**config.mk**
```make
export PLATFORM = sky130hd
export DESIGN_NAME = mmf_ctrl
export DESIGN_NICKNAME = d
export VERILOG_FILES = /design/src/mmf_pkg.sv /design/src/mmf_ctrl.sv
export SDC_FILE = /design/constraint.sdc
export NUM_CORES = 1
export LEC_CHECK = 0
export ABC_AREA = 1
export BUFFER_PORTS_ARGS = -buffer_cell sky130_fd_sc_hd__buf_2
export CAP_MARGIN = 30
export CORE_AREA = 2 2 39 41
export CTS_CLUSTER_DIAMETER = 120
export DETAILED_ROUTE_END_ITERATION = 8
export DIE_AREA = 0 0 41 43
export GPL_TIMING_DRIVEN = 0
export REMOVE_ABC_BUFFERS = 1
export SLEW_MARGIN = 5
export SYNTH_ARGS = -nofsm -noshare
export SYNTH_HDL_FRONTEND = slang
export SYNTH_SLANG_ARGS = --single-unit
```
**constraint.sdc**
```tcl
create_clock -name i_clk -period 1.8 [get_ports i_clk]
set_input_delay 0.36 -clock i_clk [delete_from_list [all_inputs] [get_ports i_clk]]
set_output_delay 0.36 -clock i_clk [all_outputs]
set_load 0.03 [all_outputs]
```
**src/mmf_pkg.sv**
```systemverilog
package mmf_pkg;

    // Defaults for the top-level parameters.
    localparam int MMF_MAX_DIM   = 16;
    localparam int MMF_FRAC_BITS = 16;

    // Fixed field widths of the stream and configuration ports.
    localparam int CFG_W     = 5;   // dimension register width
    localparam int CFG_IDX_W = 2;   // configuration register index width
    localparam int POS_W     = 4;   // row and column index width
    localparam int VAL_W     = 32;  // Q16.16 element width
    localparam int CMD_W     = 2;   // command code width
    localparam int IN_DATA_W = 40;  // row, column and value, exactly five whole bytes
    localparam int OUT_USER_W = 2;  // saturated and index_error

    // Command codes carried in the request tuser.
    localparam logic [CMD_W-1:0] CMD_WR_A = 2'd0;
    localparam logic [CMD_W-1:0] CMD_WR_B = 2'd1;
    localparam logic [CMD_W-1:0] CMD_RD_C = 2'd2;

    // Configuration register indexes.
    localparam logic [CFG_IDX_W-1:0] CFG_ROWS_A    = 2'd0;
    localparam logic [CFG_IDX_W-1:0] CFG_INNER_DIM = 2'd1;
    localparam logic [CFG_IDX_W-1:0] CFG_COLS_B    = 2'd2;

    localparam logic [CFG_W-1:0] CFG_RESET_DIM = 5'd16;

    // Controller to datapath.
    typedef struct packed {
        logic accept;   // a request is taken this cycle
        logic start;    // clear the accumulator and the step counter
        logic issue;    // read one A/B pair at the current step
        logic finish;   // load the output register
    } t_dp_cmd;

    // Datapath to controller.
    typedef struct packed {
        logic is_read;     // the offered request is a result read
        logic rd_err;      // the offered read lies outside the result matrix
        logic issue_done;  // every step of the dot product has been issued
        logic pipe_empty;  // no product is still on its way to the accumulator
        logic out_free;    // the output register can take a new result
    } t_dp_stat;

endpackage

```
**src/mmf_ctrl.sv**
```systemverilog
module mmf_ctrl
    import mmf_pkg::*;
(
    input  logic     i_clk,
    input  logic     i_rst_n,
    input  logic     i_s_valid,
    output logic     o_s_ready,
    input  t_dp_stat i_stat,
    output t_dp_cmd  o_cmd
);

    localparam logic [1:0] S_IDLE  = 2'd0;
    localparam logic [1:0] S_RUN   = 2'd1;
    localparam logic [1:0] S_DRAIN = 2'd2;
    localparam logic [1:0] S_FIN   = 2'd3;

    logic [1:0] r_state;
    logic [1:0] n_state;
    logic       w_accept;

    assign o_s_ready = (r_state == S_IDLE);
    assign w_accept  = i_s_valid && o_s_ready;

    always_comb begin
        n_state      = r_state;
        o_cmd        = '0;
        o_cmd.accept = w_accept;
        unique case (r_state)
            S_IDLE: begin
                if (w_accept && i_stat.is_read) begin
                    if (i_stat.rd_err) begin
                        n_state = S_FIN;
                    end else begin
                        o_cmd.start = 1'b1;
                        n_state     = S_RUN;
                    end
                end
            end
            S_RUN: begin
                if (i_stat.issue_done) begin
                    n_state = S_DRAIN;
                end else begin
                    o_cmd.issue = 1'b1;
                end
            end
            S_DRAIN: begin
                if (i_stat.pipe_empty) begin
                    n_state = S_FIN;
                end
            end
            S_FIN: begin
                if (i_stat.out_free) begin
                    o_cmd.finish = 1'b1;
                    n_state      = S_IDLE;
                end
            end
            default: begin
                n_state = S_IDLE;
            end
        endcase
    end

    always_ff @(posedge i_clk) begin
        if (!i_rst_n) begin
            r_state <= S_IDLE;
        end else begin
            r_state <= n_state;
        end
    end

endmodule

```
==> results of run 1 <==
==> placed cells by master, fill, tap and decap left out <==
cell      netlist  routed
a21oi_2         1       1
and2_4          1       1
buf_2           0      12
clkbuf_4        0       3
dfxtp_1         2       2
ha_1            4       4
inv_1          10      10
inv_2           1       1
nand2_1         9       9
nand2_2         2       2
nand3_1         2       2
nand3_2         1       1
nor2_1          7       7
nor2_2          1       1
==> worst paths after layout <==
| kind | from | cells past startpoint | slack, ns | end |
|---|---|---|---|---|
| setup / recovery | r_state[1] | 7 | 0.12 | o_cmd[2] |
| setup reg to reg | r_state[0] | 7 | 0.58 | r_state[1] |
| hold reg to reg | r_state[0] | 2 | 0.53 | r_state[0] |
| hold / removal | i_rst_n | 3 | 0.39 | r_state[1] |
==> metal layers <==
metal  vias up  wire length, um  global-route usage  part of all wire
met1       109              164              0.0639              0.37
met4         0                0              0.0600                 0
met5         -                0                   0                 0
met3         0               23              0.0157             0.051
met2         4              261               0.106              0.58
li1        148                -                   -                 -
==> metrics by stage <==
step	instance area, sq um	total power, mW	worst slack [ns]	instances
2_1_floorplan	248	0.441	-0.159	41
6_report	350	0.616	0.125	72
3_3_place_gp	328	0.522	0.367	69
4_1_cts	350	0.634	0.0944	72
5_1_grt	350	0.692	0.00921	72
3_5_place_dp	328	0.527	0.340	69
==> Yosys cell counts (all sizes together) <==
library cell  instances  area share
nor2                  8        0.13
buf                   1       0.029
ha                    4        0.20
dfxtp                 2        0.16
nand2                11        0.18
and2                  1       0.034
nand3                 3       0.078
a21oi                 1       0.034
inv                  11        0.16
==> kinds of logic (layout without fill, tap and decap cells) <==
logic type               count (synthesis)  count (layout)  share of synthesized area
AND/OR/NAND/NOR                         23              23                      0.422
buffers and inverters                   12              26                      0.191
adder cells (fa/ha/maj)                  4               4                      0.196
flip-flops                               2               2                      0.157
AO/OA/AOI/OAI                            1               1                     0.0343
==> final cells by class <==
type / instances / area [sq um]
timing repair buffer: 12 / 60.1
clock buffer: 3 / 22.5
fill: 164 / 1030
tap: 16 / 20.0
inverter: 11 / 41.3
sequential: 2 / 40.0
multi-input combinational: 28 / 166
==> worst max-delay path: cells and delay by family, from the launching register on <==
kind | cells | cell delay [ns]
fa+ha+maj | 1 | 0.24
buf+inv | 3 | 0.34
flops | 1 | 0.33
simple gates | 3 | 0.18
==> power breakdown <==
| part | switching, mW | internal (mW) | total (mW) |
|---|---|---|---|
| registers | 0.0251 | 0.0686 | 0.0937 |
| logic | 0.264 | 0.162 | 0.426 |
| clock network | 0.0232 | 0.0733 | 0.0965 |
| total | 0.313 | 0.304 | 0.616 |
==> results_tabular.tex, run 1 <==
\begin{tabular}{lr}
\hline
Metric & Value \\
\hline
\multicolumn{2}{l}{\textbf{Setup path}} \\
Critical-path top delay cell & dfxtp\_1 \\
Sort of element at the start of the critical path & flop \\
Endpoint kind of the worst setup timing path & output port \\
Critical path fanouts, max & 5 \\
Req. time, crit path & 1.44 ns \\
Arrival time worst endpoint & 1.32 ns \\
Path type of the worst setup path & reg -> out \\
Critical path, cell by cell & inv\_1, ha\_1, nand2\_1, inv\_1, nand2\_1, nor2\_1, buf\_2 \\
Highest cell delay on the worst timing path & 0.33 ns \\
\multicolumn{2}{l}{\textbf{Yosys}} \\
Synthesized area divided by synthesized cell count & 6.08 sq um \\
Part of the Yosys area used for sequential elements & 0.157 \\
Count of unique library cells instantiated by Yosys & 13 \\
Number of instances in the synthesized netlist & 42 \\
Post-synthesis cell area & 255 sq um \\
Synth Register Bits & 2 \\
Synth Warn \# & 0 \\
\multicolumn{2}{l}{\textbf{Floorplan}} \\
Die outline area & 1760 sq um \\
Cell row count & 14 \\
Starting density of the core & 0.184 \\
Area of the placeable core & 1380 sq um \\
Die Ht & 43 um \\
Num ports & 13 \\
Chip Width & 41 um \\
\multicolumn{2}{l}{\textbf{STA}} \\
Unrepaired setup endpoints after global routing & false \\
Final Hold Fails & 0 \\
Setup TNS & 0 ns \\
Final setup fails & 0 \\
Rel. slew slack & 0.883 \\
Fin crit share & 0.931 \\
Max frequency & 597 MHz \\
Worst slew pin tran & 0.175 ns \\
Worst hold slack & 0.385 ns \\
Clock period minus final worst setup slack & 1.68 ns \\
Pins Over Slew Limit & 0 \\
Worst clock skew & 0.00113 ns \\
\multicolumn{2}{l}{\textbf{Hold path}} \\
Type of the most critical hold path & in -> reg \\
\multicolumn{2}{l}{\textbf{Layout}} \\
Number of antenna cells inserted & 0 \\
Flip-flop count of the largest register, all copies and words added & 2 \\
Share of final-layout standard cells stronger than drive strength 1 & 0.393 \\
Net count of the finished layout & 70 \\
Largest Register & r\_state \\
Largest registers ranked by flip-flop count & r\_state (2) \\
Util after Layout & 0.253 \\
Signed area change from the synthesized netlist to the final layout & 37.3\% \\
\multicolumn{2}{l}{\textbf{Place}} \\
HPWL after detailed placement & 398 um \\
Number of port buffers & 12 \\
Final weighted congestion in routability-driven placement & 0.675 \\
\multicolumn{2}{l}{\textbf{Drt}} \\
Post-DRT Antenna Nets & 0 \\
Iteration-0 DRC Markers & 1 \\
DRT Pass-1 Iters & 2 \\
Via Count & 261 \\
Post-route DRC & 0 \\
Drt total wl & 449 um \\
Post-detailed-route via-to-cell ratio & 3.63 \\
Routed wire length per instance & 6.24 um \\
\multicolumn{2}{l}{\textbf{Run}} \\
Max-cap viol count & 0 \\
\multicolumn{2}{l}{\textbf{Global routing}} \\
Maximum number of pins on one net before global-route repair & 6 \\
Overflow left after global routing & 0 \\
Global routing usage summed across all routing layers & 0.0661 \\
First-pass GRT wire length & 786 um \\
Initial antenna violation count & 0 \\
Via count of the first global-routing pass & 234 \\
\multicolumn{2}{l}{\textbf{Clock network}} \\
Setup Buffers After CTS & 0 \\
Number of gates resized after cts & 0 \\
Register clock-pin slew on the reported worst setup and hold paths & 0.03 ns \\
Worst-skew pair later-pin latency & 0.22 ns \\
Sinks on the clock net & 2 \\
Clock Path Buffers & 2 \\
Cell at the root of the clock tree & clkbuf\_4 \\
Number of hold-repair buffers added at the cts stage & 0 \\
Number of CTS-inserted buffers & 3 \\
CTS tree & yes \\
CTS HTree Levels & 1 \\
\multicolumn{2}{l}{\textbf{Status}} \\
Run status & finished clean \\
\multicolumn{2}{l}{\textbf{Power and ir drop}} \\
Largest vdd supply drop & 0.000464 V \\
Static leakage power & 0.237 nW \\
Areal power density over the cells & 1760 nW/um\^{}2 \\
\hline
\end{tabular}
No activity file was read; power rests on OpenSTA's default activity.
==> inputs of run 2 (changes only) <==
Settings changed: PLACE_DENSITY set to 0.39.
==> run 2 against run 1 <==
Utilization grew 0.18 points; sequential share of layout area shrank 0.081 points; cell area grew 0.71%; critical path type unchanged.
==> results_tabular.tex, run 2 (synthesized netlist as in run 1, its figures left out) <==
\begin{tabular}{lr}
\hline
Metric & Value \\
\hline
\multicolumn{2}{l}{\textbf{Status}} \\
Run status & finished clean \\
\multicolumn{2}{l}{\textbf{STA}} \\
Worst slew pin tran & 0.150 ns (-0.0258 ns) \\
Unrepaired setup endpoints after global routing & false \\
Max frequency & 609 MHz (+2.0\%) \\
Rel. slew slack & 0.900 (+0.0168) \\
Worst hold slack & 0.383 ns (-0.00226 ns) \\
Fin crit share & 0.912 (-0.0186) \\
Clock period minus final worst setup slack & 1.64 ns (-0.0335 ns) \\
Final Hold Fails & 0 (unchanged) \\
Worst clock skew & 0.00110 ns (-0.0000259 ns) \\
Pins Over Slew Limit & 0 (unchanged) \\
Final setup fails & 0 (unchanged) \\
Setup TNS & 0 ns (unchanged) \\
\multicolumn{2}{l}{\textbf{Layout}} \\
Flip-flop count of the largest register, all copies and words added & 2 (unchanged) \\
Share of final-layout standard cells stronger than drive strength 1 & 0.411 (+0.0179) \\
Cell area after layout & 353 sq um (+0.71\%) \\
Largest Register & r\_state \\
Reg area & 40.0 sq um (unchanged) \\
Signed area change from the synthesized netlist to the final layout & 38.2\% \\
Area of the multi-input gates & 169 sq um (+1.5\%) \\
Number of antenna cells inserted & 0 (unchanged) \\
Net count of the finished layout & 70 (unchanged) \\
Filler Cells Inserted & 164 (unchanged) \\
Largest registers ranked by flip-flop count & r\_state (2) \\
Leading cell type in the layout, fill and taps excluded & buf\_2 \\
Highest-count cells in the layout ignoring fill and taps & buf\_2 (12), inv\_1 (10), nand2\_1 (9) \\
\multicolumn{2}{l}{\textbf{Floorplan}} \\
Die Ht & 43 um (unchanged) \\
Starting density of the core & 0.184 (unchanged) \\
Cell row count & 14 (unchanged) \\
Chip Width & 41 um (unchanged) \\
Area of the placeable core & 1380 sq um (unchanged) \\
Die outline area & 1760 sq um (unchanged) \\
Num ports & 13 (unchanged) \\
\multicolumn{2}{l}{\textbf{Global routing}} \\
Global routing usage summed across all routing layers & 0.0892 (+0.0230) \\
Via count of the first global-routing pass & 242 (+3.4\%) \\
Maximum number of pins on one net before global-route repair & 6 (unchanged) \\
First-pass GRT wire length & 972 um (+24\%) \\
Overflow left after global routing & 0 (unchanged) \\
Initial antenna violation count & 0 (unchanged) \\
\multicolumn{2}{l}{\textbf{Drt}} \\
Drt total wl & 490 um (+9.1\%) \\
Post-detailed-route via-to-cell ratio & 3.64 (+0.38\%) \\
Post-route DRC & 0 (unchanged) \\
Via Count & 262 (+0.38\%) \\
DRT Pass-1 Iters & 3 (+1) \\
Iteration-0 DRC Markers & 2 (+1) \\
Post-DRT Antenna Nets & 0 (unchanged) \\
Routed wire length per instance & 6.81 um (+9.1\%) \\
\multicolumn{2}{l}{\textbf{Clock network}} \\
Setup Buffers After CTS & 0 (unchanged) \\
Cell at the root of the clock tree & clkbuf\_4 \\
Number of hold-repair buffers added at the cts stage & 0 (unchanged) \\
Number of CTS-inserted buffers & 3 (unchanged) \\
CTS tree & yes \\
Clock Path Buffers & 2 (unchanged) \\
CTS HTree Levels & 1 (unchanged) \\
Register clock-pin slew on the reported worst setup and hold paths & 0.03 ns (about the same) \\
Sinks on the clock net & 2 (unchanged) \\
Worst-skew pair later-pin latency & 0.23 ns (about the same) \\
Number of gates resized after cts & 0 (unchanged) \\
\multicolumn{2}{l}{\textbf{Setup path}} \\
Sort of element at the start of the critical path & flop \\
Critical-path top delay cell & dfxtp\_1 \\
Highest cell delay on the worst timing path & 0.33 ns (about the same) \\
Endpoint kind of the worst setup timing path & output port \\
Arrival time worst endpoint & 1.28 ns (-0.04 ns) \\
Req. time, crit path & 1.44 ns (about the same) \\
Path type of the worst setup path & reg -> out \\
Critical path fanouts, max & 5 (unchanged) \\
Critical path, cell by cell & inv\_1, ha\_2, nand2\_1, inv\_1, nand2\_1, nor2\_1, buf\_2 \\
\multicolumn{2}{l}{\textbf{Power and ir drop}} \\
Areal power density over the cells & 1790 nW/um\^{}2 (+1.6\%) \\
Largest vdd supply drop & 0.000508 V (+9.7\%) \\
Static leakage power & 0.236 nW (-0.47\%) \\
\multicolumn{2}{l}{\textbf{Run}} \\
Max-cap viol count & 0 (unchanged) \\
\multicolumn{2}{l}{\textbf{Place}} \\
Placed instance area & 328 sq um (unchanged) \\
Number of port buffers & 12 (unchanged) \\
Final weighted congestion in routability-driven placement & 0.586 (-13\%) \\
HPWL after detailed placement & 419 um (+5.3\%) \\
\multicolumn{2}{l}{\textbf{Hold path}} \\
Type of the most critical hold path & in -> reg \\
\hline
\end{tabular}
==> run 2: cell types whose count changed in the layout (fill, tap and decap cells not counted) <==
| cell | change |
|---|---|
| ha_1 | -1 |
| ha_2 | +1 |
==> run 2: where the power goes <==
| part | leakage [nW] | switching (mW) | internal, mW |
|---|---|---|---|
| logic | 0.206 | 0.268 | 0.168 |
| registers | 0.0166 | 0.0236 | 0.0685 |
| clock network | 0.0138 | 0.0282 | 0.0738 |
==> run 2: per-stage QoR <==
step | instances | power (mW) | setup WS, ns | util
global placement | 69 | 0.535 | 0.342 | 0.237
detailed placement | 69 | 0.534 | 0.340 | 0.237
global route | 72 | 0.731 | 0.0106 | 0.255
floorplan | 41 | 0.441 | -0.159 | -
CTS | 72 | 0.643 | 0.0937 | 0.253
finish | 72 | 0.630 | 0.158 | 0.255
==> run 2: cell type report <==
class                           count  area share
Timing Repair Buffer               12       0.170
Tap cell                           16      0.0567
Clock buffer                        3      0.0638
Inverter                           11       0.117
Sequential cell                     2       0.113
Multi-Input combinational cell     28       0.479
==> run 2: worst paths after layout <==
| path | startpoint | endpoint | slack (ns) | cells past startpoint |
|---|---|---|---|---|
| max | r_state[1] | o_cmd[2] | 0.16 | 7 |
| min | i_rst_n | r_state[1] | 0.38 | 3 |
| max reg2reg | r_state[1] | r_state[1] | 0.61 | 7 |
| min reg2reg | r_state[0] | r_state[0] | 0.52 | 2 |
==> run 2: per-layer routing <==
metal	global-route usage	wire length, um	vias to the layer above
met5	0	0	-
met4	0.100	15	0
met1	0.102	227	105
met3	0.0314	17	2
met2	0.113	229	7
li1	-	-	148
==> run 2: critical path, delay by kind of cell (launching register included) <==
family / cells / cell delay, ns
adder cells (fa/ha/maj): 1 / 0.22
buffers and inverters: 3 / 0.34
flip-flops: 1 / 0.33
AND/OR/NAND/NOR: 3 / 0.18
==> inputs of run 3 (changes only) <==
==> constraint.sdc (replaced) <==
create_clock -name i_clk -period 1.8 [get_ports i_clk]
set_input_delay 0.18 -clock i_clk [delete_from_list [all_inputs] [get_ports i_clk]]
set_output_delay 0.18 -clock i_clk [all_outputs]
set_load 0.03 [all_outputs]
==> run 3 against run 2 <==
Worst hold slack got worse by 0.18 ns; routed wire length up 0.61%; critical endpoint unchanged; die area is the same; sequential cell count unchanged; total power shrank 0.98%; register-to-register slack worse by 0.03 ns; utilization is 0.18 points lower; worst setup slack better by 0.15 ns; clock skew stayed put; clock power barely moved; count of clock-buffer cells in the layout unchanged.
==> results_tabular.tex, run 3 (synthesized netlist as in run 1, its figures left out) <==
\begin{tabular}{lr}
\hline
Metric & Value \\
\hline
\multicolumn{2}{l}{\textbf{STA}} \\
Rel. slew slack & 0.887 (-0.0129) \\
Worst slew pin tran & 0.169 ns (+0.0199 ns) \\
Fin crit share & 0.828 (-0.0836) \\
Clock period minus final worst setup slack & 1.49 ns (-0.151 ns) \\
Worst hold slack & 0.203 ns (-0.180 ns) \\
Pins Over Slew Limit & 0 (unchanged) \\
Max frequency & 671 MHz (+10\%) \\
Final Hold Fails & 0 (unchanged) \\
Setup TNS & 0 ns (unchanged) \\
Worst clock skew & 0.00110 ns (unchanged) \\
Unrepaired setup endpoints after global routing & false \\
Final setup fails & 0 (unchanged) \\
\multicolumn{2}{l}{\textbf{Clock network}} \\
CTS tree & yes \\
Clock Path Buffers & 2 (unchanged) \\
Cell at the root of the clock tree & clkbuf\_4 \\
Register clock-pin slew on the reported worst setup and hold paths & 0.03 ns (about the same) \\
Setup Buffers After CTS & 0 (unchanged) \\
Number of CTS-inserted buffers & 3 (unchanged) \\
Worst-skew pair later-pin latency & 0.23 ns (about the same) \\
Number of gates resized after cts & 0 (unchanged) \\
Sinks on the clock net & 2 (unchanged) \\
Number of hold-repair buffers added at the cts stage & 0 (unchanged) \\
CTS HTree Levels & 1 (unchanged) \\
\multicolumn{2}{l}{\textbf{Layout}} \\
Number of antenna cells inserted & 0 (unchanged) \\
Largest Register & r\_state \\
Filler Cells Inserted & 165 (+0.61\%) \\
Signed area change from the synthesized netlist to the final layout & 37.3\% \\
Share of final-layout standard cells stronger than drive strength 1 & 0.393 (-0.0179) \\
Largest registers ranked by flip-flop count & r\_state (2) \\
Highest-count cells in the layout ignoring fill and taps & buf\_2 (12), inv\_1 (10), nand2\_1 (9) \\
Leading cell type in the layout, fill and taps excluded & buf\_2 \\
Flip-flop count of the largest register, all copies and words added & 2 (unchanged) \\
Net count of the finished layout & 70 (unchanged) \\
Reg area & 40.0 sq um (unchanged) \\
Area of the multi-input gates & 166 sq um (-1.5\%) \\
\multicolumn{2}{l}{\textbf{Drt}} \\
Iteration-0 DRC Markers & 2 (unchanged) \\
Post-route DRC & 0 (unchanged) \\
Drt total wl & 493 um (+0.61\%) \\
Post-DRT Antenna Nets & 0 (unchanged) \\
DRT Pass-1 Iters & 4 (+1) \\
Via Count & 265 (+1.1\%) \\
Routed wire length per instance & 6.85 um (+0.61\%) \\
Post-detailed-route via-to-cell ratio & 3.68 (+1.1\%) \\
\multicolumn{2}{l}{\textbf{Power and ir drop}} \\
Switching Fraction & 0.512 (+0.00402) \\
Sequential cell fraction of total power & 0.148 (+0.002) \\
Share of power burned in combinational logic & 0.689 (-0.003) \\
Net Switching & 320 uW (-0.19\%) \\
Static leakage power & 0.237 nW (+0.47\%) \\
Areal power density over the cells & 1780 nW/um\^{}2 (-0.27\%) \\
Internal power summed over all cells & 304 uW (-1.8\%) \\
Largest vdd supply drop & 0.000508 V (about the same) \\
Power share of the clock group & 0.163 (about the same) \\
\multicolumn{2}{l}{\textbf{Status}} \\
Run status & finished clean \\
\multicolumn{2}{l}{\textbf{Floorplan}} \\
Cell row count & 14 (unchanged) \\
Area of the placeable core & 1380 sq um (unchanged) \\
Num ports & 13 (unchanged) \\
Chip Width & 41 um (unchanged) \\
Die outline area & 1760 sq um (unchanged) \\
Starting density of the core & 0.184 (unchanged) \\
Die Ht & 43 um (unchanged) \\
\multicolumn{2}{l}{\textbf{Setup path}} \\
Launch instance of the worst register-to-register path & r\_state[0] \\
Sort of element at the start of the critical path & flop \\
Req. time, crit path & 1.62 ns (+0.18 ns) \\
Arrival time worst endpoint & 1.31 ns (+0.03 ns) \\
Endpoint kind of the worst setup timing path & output port \\
Path type of the worst setup path & reg -> out \\
Cell depth of the worst flop-to-flop path & 7 (unchanged) \\
Reg-to-reg slack, setup & 0.58 ns (-0.03 ns) \\
Endpoint of the lowest-slack register-to-register path & r\_state[1] \\
Critical path fanouts, max & 5 (unchanged) \\
\multicolumn{2}{l}{\textbf{Global routing}} \\
Maximum number of pins on one net before global-route repair & 6 (unchanged) \\
Overflow left after global routing & 0 (unchanged) \\
First-pass GRT wire length & 972 um (unchanged) \\
Via count of the first global-routing pass & 242 (unchanged) \\
Global routing usage summed across all routing layers & 0.0892 (unchanged) \\
Initial antenna violation count & 0 (unchanged) \\
\multicolumn{2}{l}{\textbf{Hold path}} \\
End point of the worst hold path & r\_state[1] \\
Instance count along the most critical hold path & 3 (unchanged) \\
Worst hold start & i\_rst\_n \\
Type of the most critical hold path & in -> reg \\
\multicolumn{2}{l}{\textbf{Place}} \\
HPWL after detailed placement & 419 um (unchanged) \\
Final weighted congestion in routability-driven placement & 0.586 (unchanged) \\
Number of port buffers & 12 (unchanged) \\
\multicolumn{2}{l}{\textbf{Run}} \\
Max-cap viol count & 0 (unchanged) \\
\hline
\end{tabular}
[run 3: cell counts in the layout (fill, tap and decap cells not counted)]
Identical to the previous run, type by type.
[run 3: how the worst max path moves through the flow]
stage / start / cells after the start / end
after global routing: r_state[0] / 7 / o_cmd[2]
final: r_state[0] / 7 / o_cmd[2]
after global placement: r_state[1] / 7 / o_cmd[2]
after floorplan: r_state[0] / 6 / o_cmd[2]
after CTS: r_state[1] / 7 / o_cmd[2]
after detailed placement: r_state[1] / 7 / o_cmd[2]
[run 3: power by group through the flow]
| stage | logic, mW | clock network (mW) | registers [mW] |
|---|---|---|---|
| 2_1_floorplan | 0.353 | 0 | 0.0877 |
| 3_3_place_gp | 0.441 | 0 | 0.0942 |
| 3_5_place_dp | 0.440 | 0 | 0.0943 |
| 4_1_cts | 0.440 | 0.109 | 0.0936 |
| 5_1_grt | 0.502 | 0.123 | 0.0990 |
| 6_report | 0.430 | 0.102 | 0.0923 |
[run 3: final cells by class]
type	count	area share
Multi-Input combinational cell	28	0.475
Timing Repair Buffer	12	0.171
Inverter	11	0.118
Sequential cell	2	0.114
Clock buffer	3	0.0643
Tap cell	16	0.0571
[run 3: routing by layer]
| metal | part of all wire | global-route usage | vias to the layer above |
|---|---|---|---|
| met2 | 0.47 | 0.113 | 7 |
| met3 | 0.034 | 0.0314 | 2 |
| li1 | - | - | 148 |
| met4 | 0.030 | 0.100 | 0 |
| met1 | 0.46 | 0.102 | 108 |
| met5 | 0 | 0 | - |
[run 3: worst max-delay path: stages, from the launching register on]
cell     delay [ns]
dfxtp_1        0.33
inv_1          0.09
ha_1           0.24
nand2_1        0.07
inv_1          0.06
nand2_1        0.05
nor2_1         0.07
buf_2          0.19
[run 3: stage by stage]
step                      total power, mW  utilization  cells  setup slack, ns  cell area [sq um]
final                               0.624        0.253     72            0.309                350
after global routing                0.724        0.253     72            0.146                350
after CTS                           0.643        0.253     72            0.274                350
after detailed placement            0.534        0.237     69            0.520                328
after global placement              0.535        0.237     69            0.522                328
after floorplan                     0.441            -     41           0.0212                248
